--- src/hw/rtl/ppit_pkg.sv ---
// ----------------------------------------------------------------------------
// ppit_pkg
// Shared types and constants of the polyline pair intersection test: the
// controller states, the product operation codes and the command and status
// groups that join the controller to the datapath.
// ----------------------------------------------------------------------------
package ppit_pkg;

    localparam int MAX_POINTS_DEF = 16;
    localparam int COORD_BITS_DEF = 16;

    typedef enum logic [2:0] {
        ST_IDLE,
        ST_START,
        ST_READ,
        ST_DIFF,
        ST_ISSUE,
        ST_DRAIN,
        ST_DECIDE,
        ST_REPORT
    } state_t;

    // one product term per operation; X = cross, D = dot along a-b, D2 = dot along p-q
    typedef enum logic [3:0] {
        OP_X_PA,
        OP_X_QA,
        OP_X_AP,
        OP_X_BP,
        OP_X_PAR,
        OP_D_PA,
        OP_D_QA,
        OP_D_BP,
        OP_D_BQ,
        OP_D2_AP,
        OP_D2_BP,
        OP_D2_QA,
        OP_D2_QB
    } op_t;

    localparam int NUM_OPS = 13;

    typedef struct packed {
        logic store_pt;
        logic eval_init;
        logic rd;
        logic diff;
        logic issue;
        op_t  op;
        logic advance;
        logic set_hit;
        logic clear;
    } cmd_t;

    typedef struct packed {
        logic has_pairs;
        logic last_pair;
        logic meet;
    } status_t;

endpackage

--- src/hw/rtl/ppit_point_store.sv ---
// ----------------------------------------------------------------------------
// ppit_point_store
// Point memory of one polyline: one write port, two registered read ports.
// ----------------------------------------------------------------------------
module ppit_point_store #(
    parameter int DEPTH = ppit_pkg::MAX_POINTS_DEF,
    parameter int WIDTH = 2 * ppit_pkg::COORD_BITS_DEF
) (
    input  logic                     clk,
    input  logic                     we,
    input  logic [$clog2(DEPTH)-1:0] waddr,
    input  logic [WIDTH-1:0]         wdata,
    input  logic                     re,
    input  logic [$clog2(DEPTH)-1:0] raddr0,
    input  logic [$clog2(DEPTH)-1:0] raddr1,
    output logic [WIDTH-1:0]         rdata0,
    output logic [WIDTH-1:0]         rdata1
);

    logic [WIDTH-1:0] mem [DEPTH];
    logic [WIDTH-1:0] rdata0_reg;
    logic [WIDTH-1:0] rdata1_reg;

    always_ff @(posedge clk)
    begin
        if (we)
        begin
            mem[waddr] <= wdata;
        end
        if (re)
        begin
            rdata0_reg <= mem[raddr0];
            rdata1_reg <= mem[raddr1];
        end
    end

    assign rdata0 = rdata0_reg;
    assign rdata1 = rdata1_reg;

endmodule

--- src/hw/rtl/ppit_datapath.sv ---
// ----------------------------------------------------------------------------
// ppit_datapath
// Point stores, counts, pair indexes, difference vectors, the two-multiplier
// product unit and the segment meet decision.
// ----------------------------------------------------------------------------
module ppit_datapath #(
    parameter int MAX_POINTS = ppit_pkg::MAX_POINTS_DEF,
    parameter int COORD_BITS = ppit_pkg::COORD_BITS_DEF
) (
    input  logic                         clk,
    input  logic                         rst_n,
    input  ppit_pkg::cmd_t               cmd,
    output ppit_pkg::status_t            status,
    input  logic                         kind,
    input  logic signed [COORD_BITS-1:0] x_coord,
    input  logic signed [COORD_BITS-1:0] y_coord,
    output logic                         intersects,
    output logic                         overflow
);

    localparam int AW = $clog2(MAX_POINTS);
    localparam int CW = $clog2(MAX_POINTS + 1);
    localparam int PTW = 2 * COORD_BITS;
    localparam int DW = COORD_BITS + 1;
    localparam int PW = 2 * DW;
    localparam int SW = PW + 1;

    logic [CW-1:0] fc_reg, fc_next;
    logic [CW-1:0] sc_reg, sc_next;
    logic [AW-1:0] i_reg, i_next;
    logic [AW-1:0] k_reg, k_next;
    logic          dropped_reg, dropped_next;
    logic          hit_reg, hit_next;

    logic f_full, s_full, we_f, we_s, k_end;
    logic [PTW-1:0] wdata;
    logic [PTW-1:0] fa, fb, sp, sq;

    assign f_full = (fc_reg == CW'(MAX_POINTS));
    assign s_full = (sc_reg == CW'(MAX_POINTS));
    assign we_f   = cmd.store_pt && !kind && !f_full;
    assign we_s   = cmd.store_pt && kind && !s_full;
    assign wdata  = {x_coord, y_coord};
    assign k_end  = ((CW'(k_reg) + CW'(2)) == sc_reg);

    ppit_point_store #(.DEPTH(MAX_POINTS), .WIDTH(PTW)) u_first_store (
        .clk    (clk),
        .we     (we_f),
        .waddr  (fc_reg[AW-1:0]),
        .wdata  (wdata),
        .re     (cmd.rd),
        .raddr0 (i_reg),
        .raddr1 (i_reg + AW'(1)),
        .rdata0 (fa),
        .rdata1 (fb)
    );

    ppit_point_store #(.DEPTH(MAX_POINTS), .WIDTH(PTW)) u_second_store (
        .clk    (clk),
        .we     (we_s),
        .waddr  (sc_reg[AW-1:0]),
        .wdata  (wdata),
        .re     (cmd.rd),
        .raddr0 (k_reg),
        .raddr1 (k_reg + AW'(1)),
        .rdata0 (sp),
        .rdata1 (sq)
    );

    // counts, drop flag, pair indexes and the hit flag
    always_comb
    begin
        fc_next      = fc_reg;
        sc_next      = sc_reg;
        dropped_next = dropped_reg;
        i_next       = i_reg;
        k_next       = k_reg;
        hit_next     = hit_reg;
        if (cmd.store_pt)
        begin
            if (we_f)
            begin
                fc_next = fc_reg + CW'(1);
            end
            if (we_s)
            begin
                sc_next = sc_reg + CW'(1);
            end
            if ((!kind && f_full) || (kind && s_full))
            begin
                dropped_next = 1'b1;
            end
        end
        if (cmd.eval_init)
        begin
            i_next   = '0;
            k_next   = '0;
            hit_next = 1'b0;
        end
        if (cmd.advance)
        begin
            if (k_end)
            begin
                k_next = '0;
                i_next = i_reg + AW'(1);
            end
            else
            begin
                k_next = k_reg + AW'(1);
            end
        end
        if (cmd.set_hit)
        begin
            hit_next = 1'b1;
        end
        if (cmd.clear)
        begin
            fc_next      = '0;
            sc_next      = '0;
            dropped_next = 1'b0;
        end
    end

    always_ff @(posedge clk or negedge rst_n)
    begin
        if (!rst_n)
        begin
            fc_reg      <= '0;
            sc_reg      <= '0;
            dropped_reg <= 1'b0;
            i_reg       <= '0;
            k_reg       <= '0;
            hit_reg     <= 1'b0;
        end
        else
        begin
            fc_reg      <= fc_next;
            sc_reg      <= sc_next;
            dropped_reg <= dropped_next;
            i_reg       <= i_next;
            k_reg       <= k_next;
            hit_reg     <= hit_next;
        end
    end

    // endpoints, sign extended to difference width
    logic signed [DW-1:0] ax, ay, bx, by, px, py, qx, qy;

    assign ax = DW'($signed(fa[PTW-1:COORD_BITS]));
    assign ay = DW'($signed(fa[COORD_BITS-1:0]));
    assign bx = DW'($signed(fb[PTW-1:COORD_BITS]));
    assign by = DW'($signed(fb[COORD_BITS-1:0]));
    assign px = DW'($signed(sp[PTW-1:COORD_BITS]));
    assign py = DW'($signed(sp[COORD_BITS-1:0]));
    assign qx = DW'($signed(sq[PTW-1:COORD_BITS]));
    assign qy = DW'($signed(sq[COORD_BITS-1:0]));

    logic signed [DW-1:0] dab_x_reg, dab_y_reg, dpq_x_reg, dpq_y_reg;
    logic signed [DW-1:0] pa_x_reg, pa_y_reg, qa_x_reg, qa_y_reg;
    logic signed [DW-1:0] ap_x_reg, ap_y_reg, bp_x_reg, bp_y_reg;
    logic signed [DW-1:0] bq_x_reg, bq_y_reg, qb_x_reg, qb_y_reg;

    always_ff @(posedge clk)
    begin
        if (cmd.diff)
        begin
            dab_x_reg <= bx - ax;
            dab_y_reg <= by - ay;
            dpq_x_reg <= qx - px;
            dpq_y_reg <= qy - py;
            pa_x_reg  <= px - ax;
            pa_y_reg  <= py - ay;
            qa_x_reg  <= qx - ax;
            qa_y_reg  <= qy - ay;
            ap_x_reg  <= ax - px;
            ap_y_reg  <= ay - py;
            bp_x_reg  <= bx - px;
            bp_y_reg  <= by - py;
            bq_x_reg  <= bx - qx;
            bq_y_reg  <= by - qy;
            qb_x_reg  <= qx - bx;
            qb_y_reg  <= qy - by;
        end
    end

    // operand selection for one product term
    logic signed [DW-1:0] ux, uy, vx, vy;
    logic                 is_cross;

    always_comb
    begin
        ux       = dab_x_reg;
        uy       = dab_y_reg;
        vx       = pa_x_reg;
        vy       = pa_y_reg;
        is_cross = 1'b0;
        case (cmd.op)
            ppit_pkg::OP_X_PA:
            begin
                is_cross = 1'b1;
            end
            ppit_pkg::OP_X_QA:
            begin
                vx       = qa_x_reg;
                vy       = qa_y_reg;
                is_cross = 1'b1;
            end
            ppit_pkg::OP_X_AP:
            begin
                ux       = dpq_x_reg;
                uy       = dpq_y_reg;
                vx       = ap_x_reg;
                vy       = ap_y_reg;
                is_cross = 1'b1;
            end
            ppit_pkg::OP_X_BP:
            begin
                ux       = dpq_x_reg;
                uy       = dpq_y_reg;
                vx       = bp_x_reg;
                vy       = bp_y_reg;
                is_cross = 1'b1;
            end
            ppit_pkg::OP_X_PAR:
            begin
                vx       = dpq_x_reg;
                vy       = dpq_y_reg;
                is_cross = 1'b1;
            end
            ppit_pkg::OP_D_PA:
            begin
                is_cross = 1'b0;
            end
            ppit_pkg::OP_D_QA:
            begin
                vx = qa_x_reg;
                vy = qa_y_reg;
            end
            ppit_pkg::OP_D_BP:
            begin
                vx = bp_x_reg;
                vy = bp_y_reg;
            end
            ppit_pkg::OP_D_BQ:
            begin
                vx = bq_x_reg;
                vy = bq_y_reg;
            end
            ppit_pkg::OP_D2_AP:
            begin
                ux = dpq_x_reg;
                uy = dpq_y_reg;
                vx = ap_x_reg;
                vy = ap_y_reg;
            end
            ppit_pkg::OP_D2_BP:
            begin
                ux = dpq_x_reg;
                uy = dpq_y_reg;
                vx = bp_x_reg;
                vy = bp_y_reg;
            end
            ppit_pkg::OP_D2_QA:
            begin
                ux = dpq_x_reg;
                uy = dpq_y_reg;
                vx = qa_x_reg;
                vy = qa_y_reg;
            end
            ppit_pkg::OP_D2_QB:
            begin
                ux = dpq_x_reg;
                uy = dpq_y_reg;
                vx = qb_x_reg;
                vy = qb_y_reg;
            end
            default:
            begin
                is_cross = 1'b0;
            end
        endcase
    end

    // cross: ux*vy - vx*uy, dot: ux*vx + uy*vy
    logic signed [DW-1:0] m0_b, m1_a, m1_b;
    logic signed [PW-1:0] m0, m1;

    assign m0_b = is_cross ? vy : vx;
    assign m1_a = is_cross ? vx : uy;
    assign m1_b = is_cross ? uy : vy;
    assign m0   = PW'(ux) * PW'(m0_b);
    assign m1   = PW'(m1_a) * PW'(m1_b);

    logic signed [PW-1:0] prod0_reg, prod1_reg;
    logic                 cross1_reg;
    ppit_pkg::op_t        tag1_reg;
    logic                 v1_reg;

    always_ff @(posedge clk)
    begin
        prod0_reg  <= m0;
        prod1_reg  <= m1;
        cross1_reg <= is_cross;
        tag1_reg   <= cmd.op;
    end

    always_ff @(posedge clk or negedge rst_n)
    begin
        if (!rst_n)
        begin
            v1_reg <= 1'b0;
        end
        else
        begin
            v1_reg <= cmd.issue;
        end
    end

    logic signed [SW-1:0] sum;
    logic                 zero_reg [ppit_pkg::NUM_OPS];
    logic                 neg_reg  [ppit_pkg::NUM_OPS];

    assign sum = cross1_reg ? (SW'(prod0_reg) - SW'(prod1_reg))
                            : (SW'(prod0_reg) + SW'(prod1_reg));

    always_ff @(posedge clk)
    begin
        if (v1_reg)
        begin
            zero_reg[tag1_reg] <= (sum == '0);
            neg_reg[tag1_reg]  <= sum[SW-1];
        end
    end

    // segment meet decision from the stored signs
    logic zp, np, pp, zq, nq, pq, za, na, pa, zb, nb, pb;
    logic str1, str2, par0, ab_pt, pq_pt, a_eq_p, apart_ab, apart_pq;
    logic meet;

    always_comb
    begin
        zp = zero_reg[ppit_pkg::OP_X_PA];
        np = neg_reg[ppit_pkg::OP_X_PA];
        pp = !zp && !np;
        zq = zero_reg[ppit_pkg::OP_X_QA];
        nq = neg_reg[ppit_pkg::OP_X_QA];
        pq = !zq && !nq;
        za = zero_reg[ppit_pkg::OP_X_AP];
        na = neg_reg[ppit_pkg::OP_X_AP];
        pa = !za && !na;
        zb = zero_reg[ppit_pkg::OP_X_BP];
        nb = neg_reg[ppit_pkg::OP_X_BP];
        pb = !zb && !nb;
        str1 = zp || zq || (np && pq) || (nq && pp);
        str2 = za || zb || (na && pb) || (nb && pa);
        par0 = zero_reg[ppit_pkg::OP_X_PAR];
        ab_pt  = (dab_x_reg == '0) && (dab_y_reg == '0);
        pq_pt  = (dpq_x_reg == '0) && (dpq_y_reg == '0);
        a_eq_p = (pa_x_reg == '0) && (pa_y_reg == '0);
        apart_ab = (neg_reg[ppit_pkg::OP_D_PA] && neg_reg[ppit_pkg::OP_D_QA])
                || (neg_reg[ppit_pkg::OP_D_BP] && neg_reg[ppit_pkg::OP_D_BQ]);
        apart_pq = (neg_reg[ppit_pkg::OP_D2_AP] && neg_reg[ppit_pkg::OP_D2_BP])
                || (neg_reg[ppit_pkg::OP_D2_QA] && neg_reg[ppit_pkg::OP_D2_QB]);
        if (!str1 || !str2)
        begin
            meet = 1'b0;
        end
        else if (!par0)
        begin
            meet = 1'b1;
        end
        else if (!ab_pt)
        begin
            meet = !apart_ab;
        end
        else if (!pq_pt)
        begin
            meet = !apart_pq;
        end
        else
        begin
            meet = a_eq_p;
        end
    end

    assign status.meet      = meet;
    assign status.has_pairs = (fc_reg >= CW'(2)) && (sc_reg >= CW'(2));
    assign status.last_pair = k_end && ((CW'(i_reg) + CW'(2)) == fc_reg);

    assign intersects = hit_reg;
    assign overflow   = dropped_reg;

endmodule

--- src/hw/rtl/ppit_ctrl.sv ---
// ----------------------------------------------------------------------------
// ppit_ctrl
// Controller: takes points, walks segment pairs through read, difference,
// product issue and decision until a pair meets, and strobes the result.
// ----------------------------------------------------------------------------
module ppit_ctrl (
    input  logic              clk,
    input  logic              rst_n,
    input  logic              start,
    input  logic              kind,
    input  logic              last_point,
    input  ppit_pkg::status_t status,
    output logic              busy,
    output logic              done,
    output ppit_pkg::cmd_t    cmd
);

    ppit_pkg::state_t state_reg, state_next;
    ppit_pkg::op_t    op_reg, op_next;

    always_ff @(posedge clk or negedge rst_n)
    begin
        if (!rst_n)
        begin
            state_reg <= ppit_pkg::ST_IDLE;
            op_reg    <= ppit_pkg::OP_X_PA;
        end
        else
        begin
            state_reg <= state_next;
            op_reg    <= op_next;
        end
    end

    always_comb
    begin
        state_next = state_reg;
        op_next    = op_reg;
        cmd        = '0;
        cmd.op     = op_reg;
        case (state_reg)
            ppit_pkg::ST_IDLE:
            begin
                if (start)
                begin
                    cmd.store_pt = 1'b1;
                    if (kind && last_point)
                    begin
                        state_next = ppit_pkg::ST_START;
                    end
                end
            end
            ppit_pkg::ST_START:
            begin
                cmd.eval_init = 1'b1;
                state_next    = status.has_pairs ? ppit_pkg::ST_READ : ppit_pkg::ST_REPORT;
            end
            ppit_pkg::ST_READ:
            begin
                cmd.rd     = 1'b1;
                state_next = ppit_pkg::ST_DIFF;
            end
            ppit_pkg::ST_DIFF:
            begin
                cmd.diff   = 1'b1;
                op_next    = ppit_pkg::OP_X_PA;
                state_next = ppit_pkg::ST_ISSUE;
            end
            ppit_pkg::ST_ISSUE:
            begin
                cmd.issue = 1'b1;
                if (op_reg == ppit_pkg::OP_D2_QB)
                begin
                    state_next = ppit_pkg::ST_DRAIN;
                end
                else
                begin
                    op_next = ppit_pkg::op_t'(op_reg + 4'd1);
                end
            end
            ppit_pkg::ST_DRAIN:
            begin
                // last product term lands in the sign flags here
                state_next = ppit_pkg::ST_DECIDE;
            end
            ppit_pkg::ST_DECIDE:
            begin
                if (status.meet)
                begin
                    cmd.set_hit = 1'b1;
                    state_next  = ppit_pkg::ST_REPORT;
                end
                else if (status.last_pair)
                begin
                    state_next = ppit_pkg::ST_REPORT;
                end
                else
                begin
                    cmd.advance = 1'b1;
                    state_next  = ppit_pkg::ST_READ;
                end
            end
            ppit_pkg::ST_REPORT:
            begin
                cmd.clear  = 1'b1;
                state_next = ppit_pkg::ST_IDLE;
            end
            default:
            begin
                state_next = ppit_pkg::ST_IDLE;
            end
        endcase
    end

    assign busy = (state_reg != ppit_pkg::ST_IDLE);
    assign done = (state_reg == ppit_pkg::ST_REPORT);

endmodule

--- src/hw/rtl/polyline_pair_intersection_test_core.sv ---
// ----------------------------------------------------------------------------
// polyline_pair_intersection_test_core
// Loads two polylines point by point and reports whether any segment of the
// first touches or crosses any segment of the second.
// ----------------------------------------------------------------------------
// A point is taken when start is high and busy is low, one point per cycle
// while loading; points past MAX_POINTS per polyline are dropped and reported
// through overflow. The last point of the second polyline (kind 1 with
// last_point) starts the evaluation, the pair loop stopping at the first pair
// that meets. Each pair takes one memory read, one difference stage,
// 13 product terms through the shared two-multiplier unit, a drain state
// and a decide state. The result is on intersects and overflow for the
// single cycle in which done is high; the receiver cannot stall it and must
// take it then. Both stores empty afterward.
module polyline_pair_intersection_test_core #(
    parameter int MAX_POINTS = ppit_pkg::MAX_POINTS_DEF,
    parameter int COORD_BITS = ppit_pkg::COORD_BITS_DEF
) (
    input  logic                         clk,
    input  logic                         rst_n,
    input  logic                         start,
    output logic                         busy,
    input  logic                         kind,
    input  logic signed [COORD_BITS-1:0] x_coord,
    input  logic signed [COORD_BITS-1:0] y_coord,
    input  logic                         last_point,
    output logic                         done,
    output logic                         intersects,
    output logic                         overflow
);

    ppit_pkg::cmd_t    cmd;
    ppit_pkg::status_t status;

    ppit_ctrl u_ctrl (
        .clk        (clk),
        .rst_n      (rst_n),
        .start      (start),
        .kind       (kind),
        .last_point (last_point),
        .status     (status),
        .busy       (busy),
        .done       (done),
        .cmd        (cmd)
    );

    ppit_datapath #(
        .MAX_POINTS (MAX_POINTS),
        .COORD_BITS (COORD_BITS)
    ) u_datapath (
        .clk        (clk),
        .rst_n      (rst_n),
        .cmd        (cmd),
        .status     (status),
        .kind       (kind),
        .x_coord    (x_coord),
        .y_coord    (y_coord),
        .intersects (intersects),
        .overflow   (overflow)
    );

endmodule
--- config.mk ---
export PLATFORM = sky130hd
export DESIGN_NAME = polyline_pair_intersection_test_core
export DESIGN_NICKNAME = d
export VERILOG_FILES = /design/src/hw/rtl/ppit_pkg.sv /design/src/hw/rtl/ppit_point_store.sv /design/src/hw/rtl/ppit_datapath.sv /design/src/hw/rtl/ppit_ctrl.sv /design/src/hw/rtl/polyline_pair_intersection_test_core.sv
export SDC_FILE = /design/constraint.sdc
export NUM_CORES = 2
export LEC_CHECK = 0
export BUFFER_PORTS_ARGS = -buffer_cell sky130_fd_sc_hd__buf_4
export CAP_MARGIN = 5
export CORE_MARGIN = 4
export CORE_UTILIZATION = 35
export DETAILED_ROUTE_END_ITERATION = 8
export PLACE_DENSITY = 0.58
export SETUP_SLACK_MARGIN = 0.02
export SYNTH_ARGS = -nofsm -noshare
export SYNTH_HDL_FRONTEND = slang
export SYNTH_HIERARCHICAL = 1
export SYNTH_SLANG_ARGS = --single-unit
export TNS_END_PERCENT = 5
--- constraint.sdc ---
create_clock -name clk -period 15.82 [get_ports clk]
set_clock_uncertainty 0.15 [all_clocks]
set_input_delay 0.791 -clock clk [delete_from_list [all_inputs] [get_ports clk]]
set_output_delay 0.791 -clock clk [all_outputs]
set_load 0.02 [all_outputs]
==> summary.txt <==
Clock tree
  – Buffer depth of the longest clock path: 3
  – Root buffer cell: clkbuf_16
  – # H-tree levels: 4
  – CTS tree: built
  – Clock-pin slew on the worst setup and hold paths: 60 ps
  – Clock buffer count from CTS: 169
  – Clock Sinks: 1,538
  – Latest clock arrival within the worst-skew pair: about 840 ps

Placement
  – DP HPWL: 205 mm
  – Port Buffers: 40
  – Final RePlAce weighted congestion: 0.937

Setup path
  – Arrival time worst endpoint: roughly 10,000 ps
  – Crit Path Max Fanout: 34
  – WP data required: between 15,000 and 20,000 ps
  – CP Buf/Inv Count: 6
  – Crit path top cell by count: fa_1
  – Crit end category: register
  – Register-to-register setup slack: 6250 ps
  – CP Class: register to register
  – Startpoint types: register
  – Biggest cell delay along the critical path: roughly 820 ps
  – Critical-path top delay cell: a21boi_0
  – CP delay by family, top: adder cells

Synthesis
  – Synth Warn #: 6
  – Flops & latches, synth: 1,538
  – Synth Area per Inst: 12.9 sq um
  – Top cells by area, synth: edfxtp_1 (43%), fa_1 (12%), mux4_2 (12%)
  – Synth top area share: 43.3%
  – Sequential area share after synthesis: a little under half
  – Post-synth cell types: 103
  – EDFF count, synth: 1,437
  – Post-synth top cells: edfxtp_1 (1,437), inv_1 (865), fa_1 (609)
  – Mapped Area: 99,600 sq um
  – Post-Synthesis Cells: roughly 7.7k
  – Synth Flop Type: edfxtp_1
  – Async set or reset register ratio after synthesis: 1.82%
  – Cell taking the most area after synthesis: edfxtp_1
  – Syn_nets: 8,832
  – Count leader, synth: edfxtp_1

Final layout
  – Fillers: 26.3k
  – Fin util: about 39%
  – Multi-input logic area: 50,000 sq um
  – FF+latch area: 45,300 sq um
  – Regs by FF count: u_datapath/u_first_store/mem: 512 flops, u_datapath/u_second_store/mem: 512 flops
  – Layout cells sized above 1: 13.4%
  – Total Nets Final: 8,839
  – Area growth, synth to finish: 10.6%

Status
  – Status: finished, final reports clean

Timing
  – F_max: 105 MHz
  – Hold Slack: 213 ps
  – Tmin final: ~9600 ps
  – Final setup fails: 0
  – Unrepaired setup endpoints after global routing: no
  – Period utilisation layout: 60.5%
  – Slew headroom: 15.5%
  – Max Slew Vio Count: 0
  – Final Hold Fails: 0
  – Fin Setup TNS: 0 ps
  – Worst-Margin Slew: 1260 ps

Floorplan
  – I/O Pins: 41
  – Die height: between 500 and 600 microns
  – Starting Density: a little over a third
  – Core footprint: 283,000 sq um
  – Die area: 293,000 sq um
  – Std cell rows: 195
  – Die Width: 542 microns

GRT
  – Largest net degree at the start of global routing: 105
  – Grt total ovfl: 0
  – Antenna violations before repair: 15
  – Gr usage total: 19.2%
  – Vias in the first global route: 65.2k
  – Global-route wire length before repair: 425 mm

Flow run
  – Max_cap viols: 0

Routing
  – Detail Route Antenna Nets: 0
  – Residual DRC: 0
  – Via density: about 5.5
  – Final WL: 285 mm
  – Pre-antenna DRT Iters: 6
  – WL per Instance: around 25 microns
  – Vias after detailed routing: approximately 64k
  – Initial DRC count: 5,525

Hold path
  – HP Class: input port to register
timing repair:
item,CTS,global route
setup buffers,0,0
endpoints found under the hold margin,28,0
endpoints found under the setup margin,0,0
gates resized for setup,0,0
hold buffers,1,0
cell families after synthesis:
family                   count (synthesis)  share of synthesized area [%]
AO/OA/AOI/OAI                         1196                           8.13
XOR/XNOR                               318                           2.79
adder cells (fa/ha/maj)               1086                           18.2
buffers and inverters                 1193                           4.74
flip-flops                            1538                           45.5
multiplexers                           618                           12.7
AND/OR/NAND/NOR                       1760                           7.97
routing by layer:
layer	track usage (%)	up-vias	part of all wire (%)
met5	0	-	0.0091
met2	32.3	2312	49
met1	25.1	32873	41
li1	-	27986	-
met4	6.74	4	3.9
met3	3.03	520	6.5
cells in the final DEF (no fill, tap or decap), drive strengths merged, types with 32 or more instances in the layout:
master	synthesis	routed
clkinv	1	73
nand2	602	602
nor2b	83	83
nor4	47	47
nand2b	87	87
mux2i	82	82
o21a	37	37
a21boi	32	32
o21ai	234	234
mux4	512	512
fa	609	609
nor2	605	605
xor2	91	91
ha	477	477
a21o	119	119
xnor2	227	227
dfxtp	73	73
and2	36	36
clkbuf	182	205
o21bai	32	32
nor3	79	79
a21oi	229	229
inv	866	870
a221oi	47	47
a22oi	282	282
nand3	75	75
edfxtp	1437	1437
buf	144	161
stage by stage:
stage                     worst slack [ps]  area (sq um)  cells
after floorplan                       1580         99600   7709
after global placement                6540        105000  11287
after detailed placement              6340        105000  11287
after CTS                             6360        110000  11596
after global routing                  5830        110000  11596
final                                 6250        110000  11599
cell type report:
type	instances	share of cell area [%]
inverter	867	2.97
multi-input combinational	4978	45.4
antenna	3	0.00681
tap	3743	4.25
timing repair buffer	162	1.12
clock inverter	103	1.15
sequential	1538	41.1
clock buffer	205	3.99
path summary, 6_finish.rpt:
kind	cells past startpoint	startpoint	to
min in group asynchronous	2	rst_n	u_datapath/intersects
hold reg to reg	1	u_datapath/intersects	u_datapath/intersects
hold / removal	1	y_coord[10]	u_datapath/u_second_store/mem[3][10]
setup / recovery	29	u_ctrl/op_reg[3]	u_datapath/prod1_reg[32]
max in group asynchronous	2	rst_n	u_ctrl/op_reg[2]
setup reg to reg	29	u_ctrl/op_reg[3]	u_datapath/prod1_reg[32]
worst register-to-register path: cells and delay by family, from the launching register on:
kind	cells	cell delay, ps
simple gates	4	940
mux	1	260
flops	1	590
compound gates	10	3020
buf+inv	6	1000
fa+ha+maj	7	3420
xor+xnor	1	150
Power is left out: the tool's default activity adds up to more than one toggle a clock period on the data nets, which glitch-free logic cannot reach.
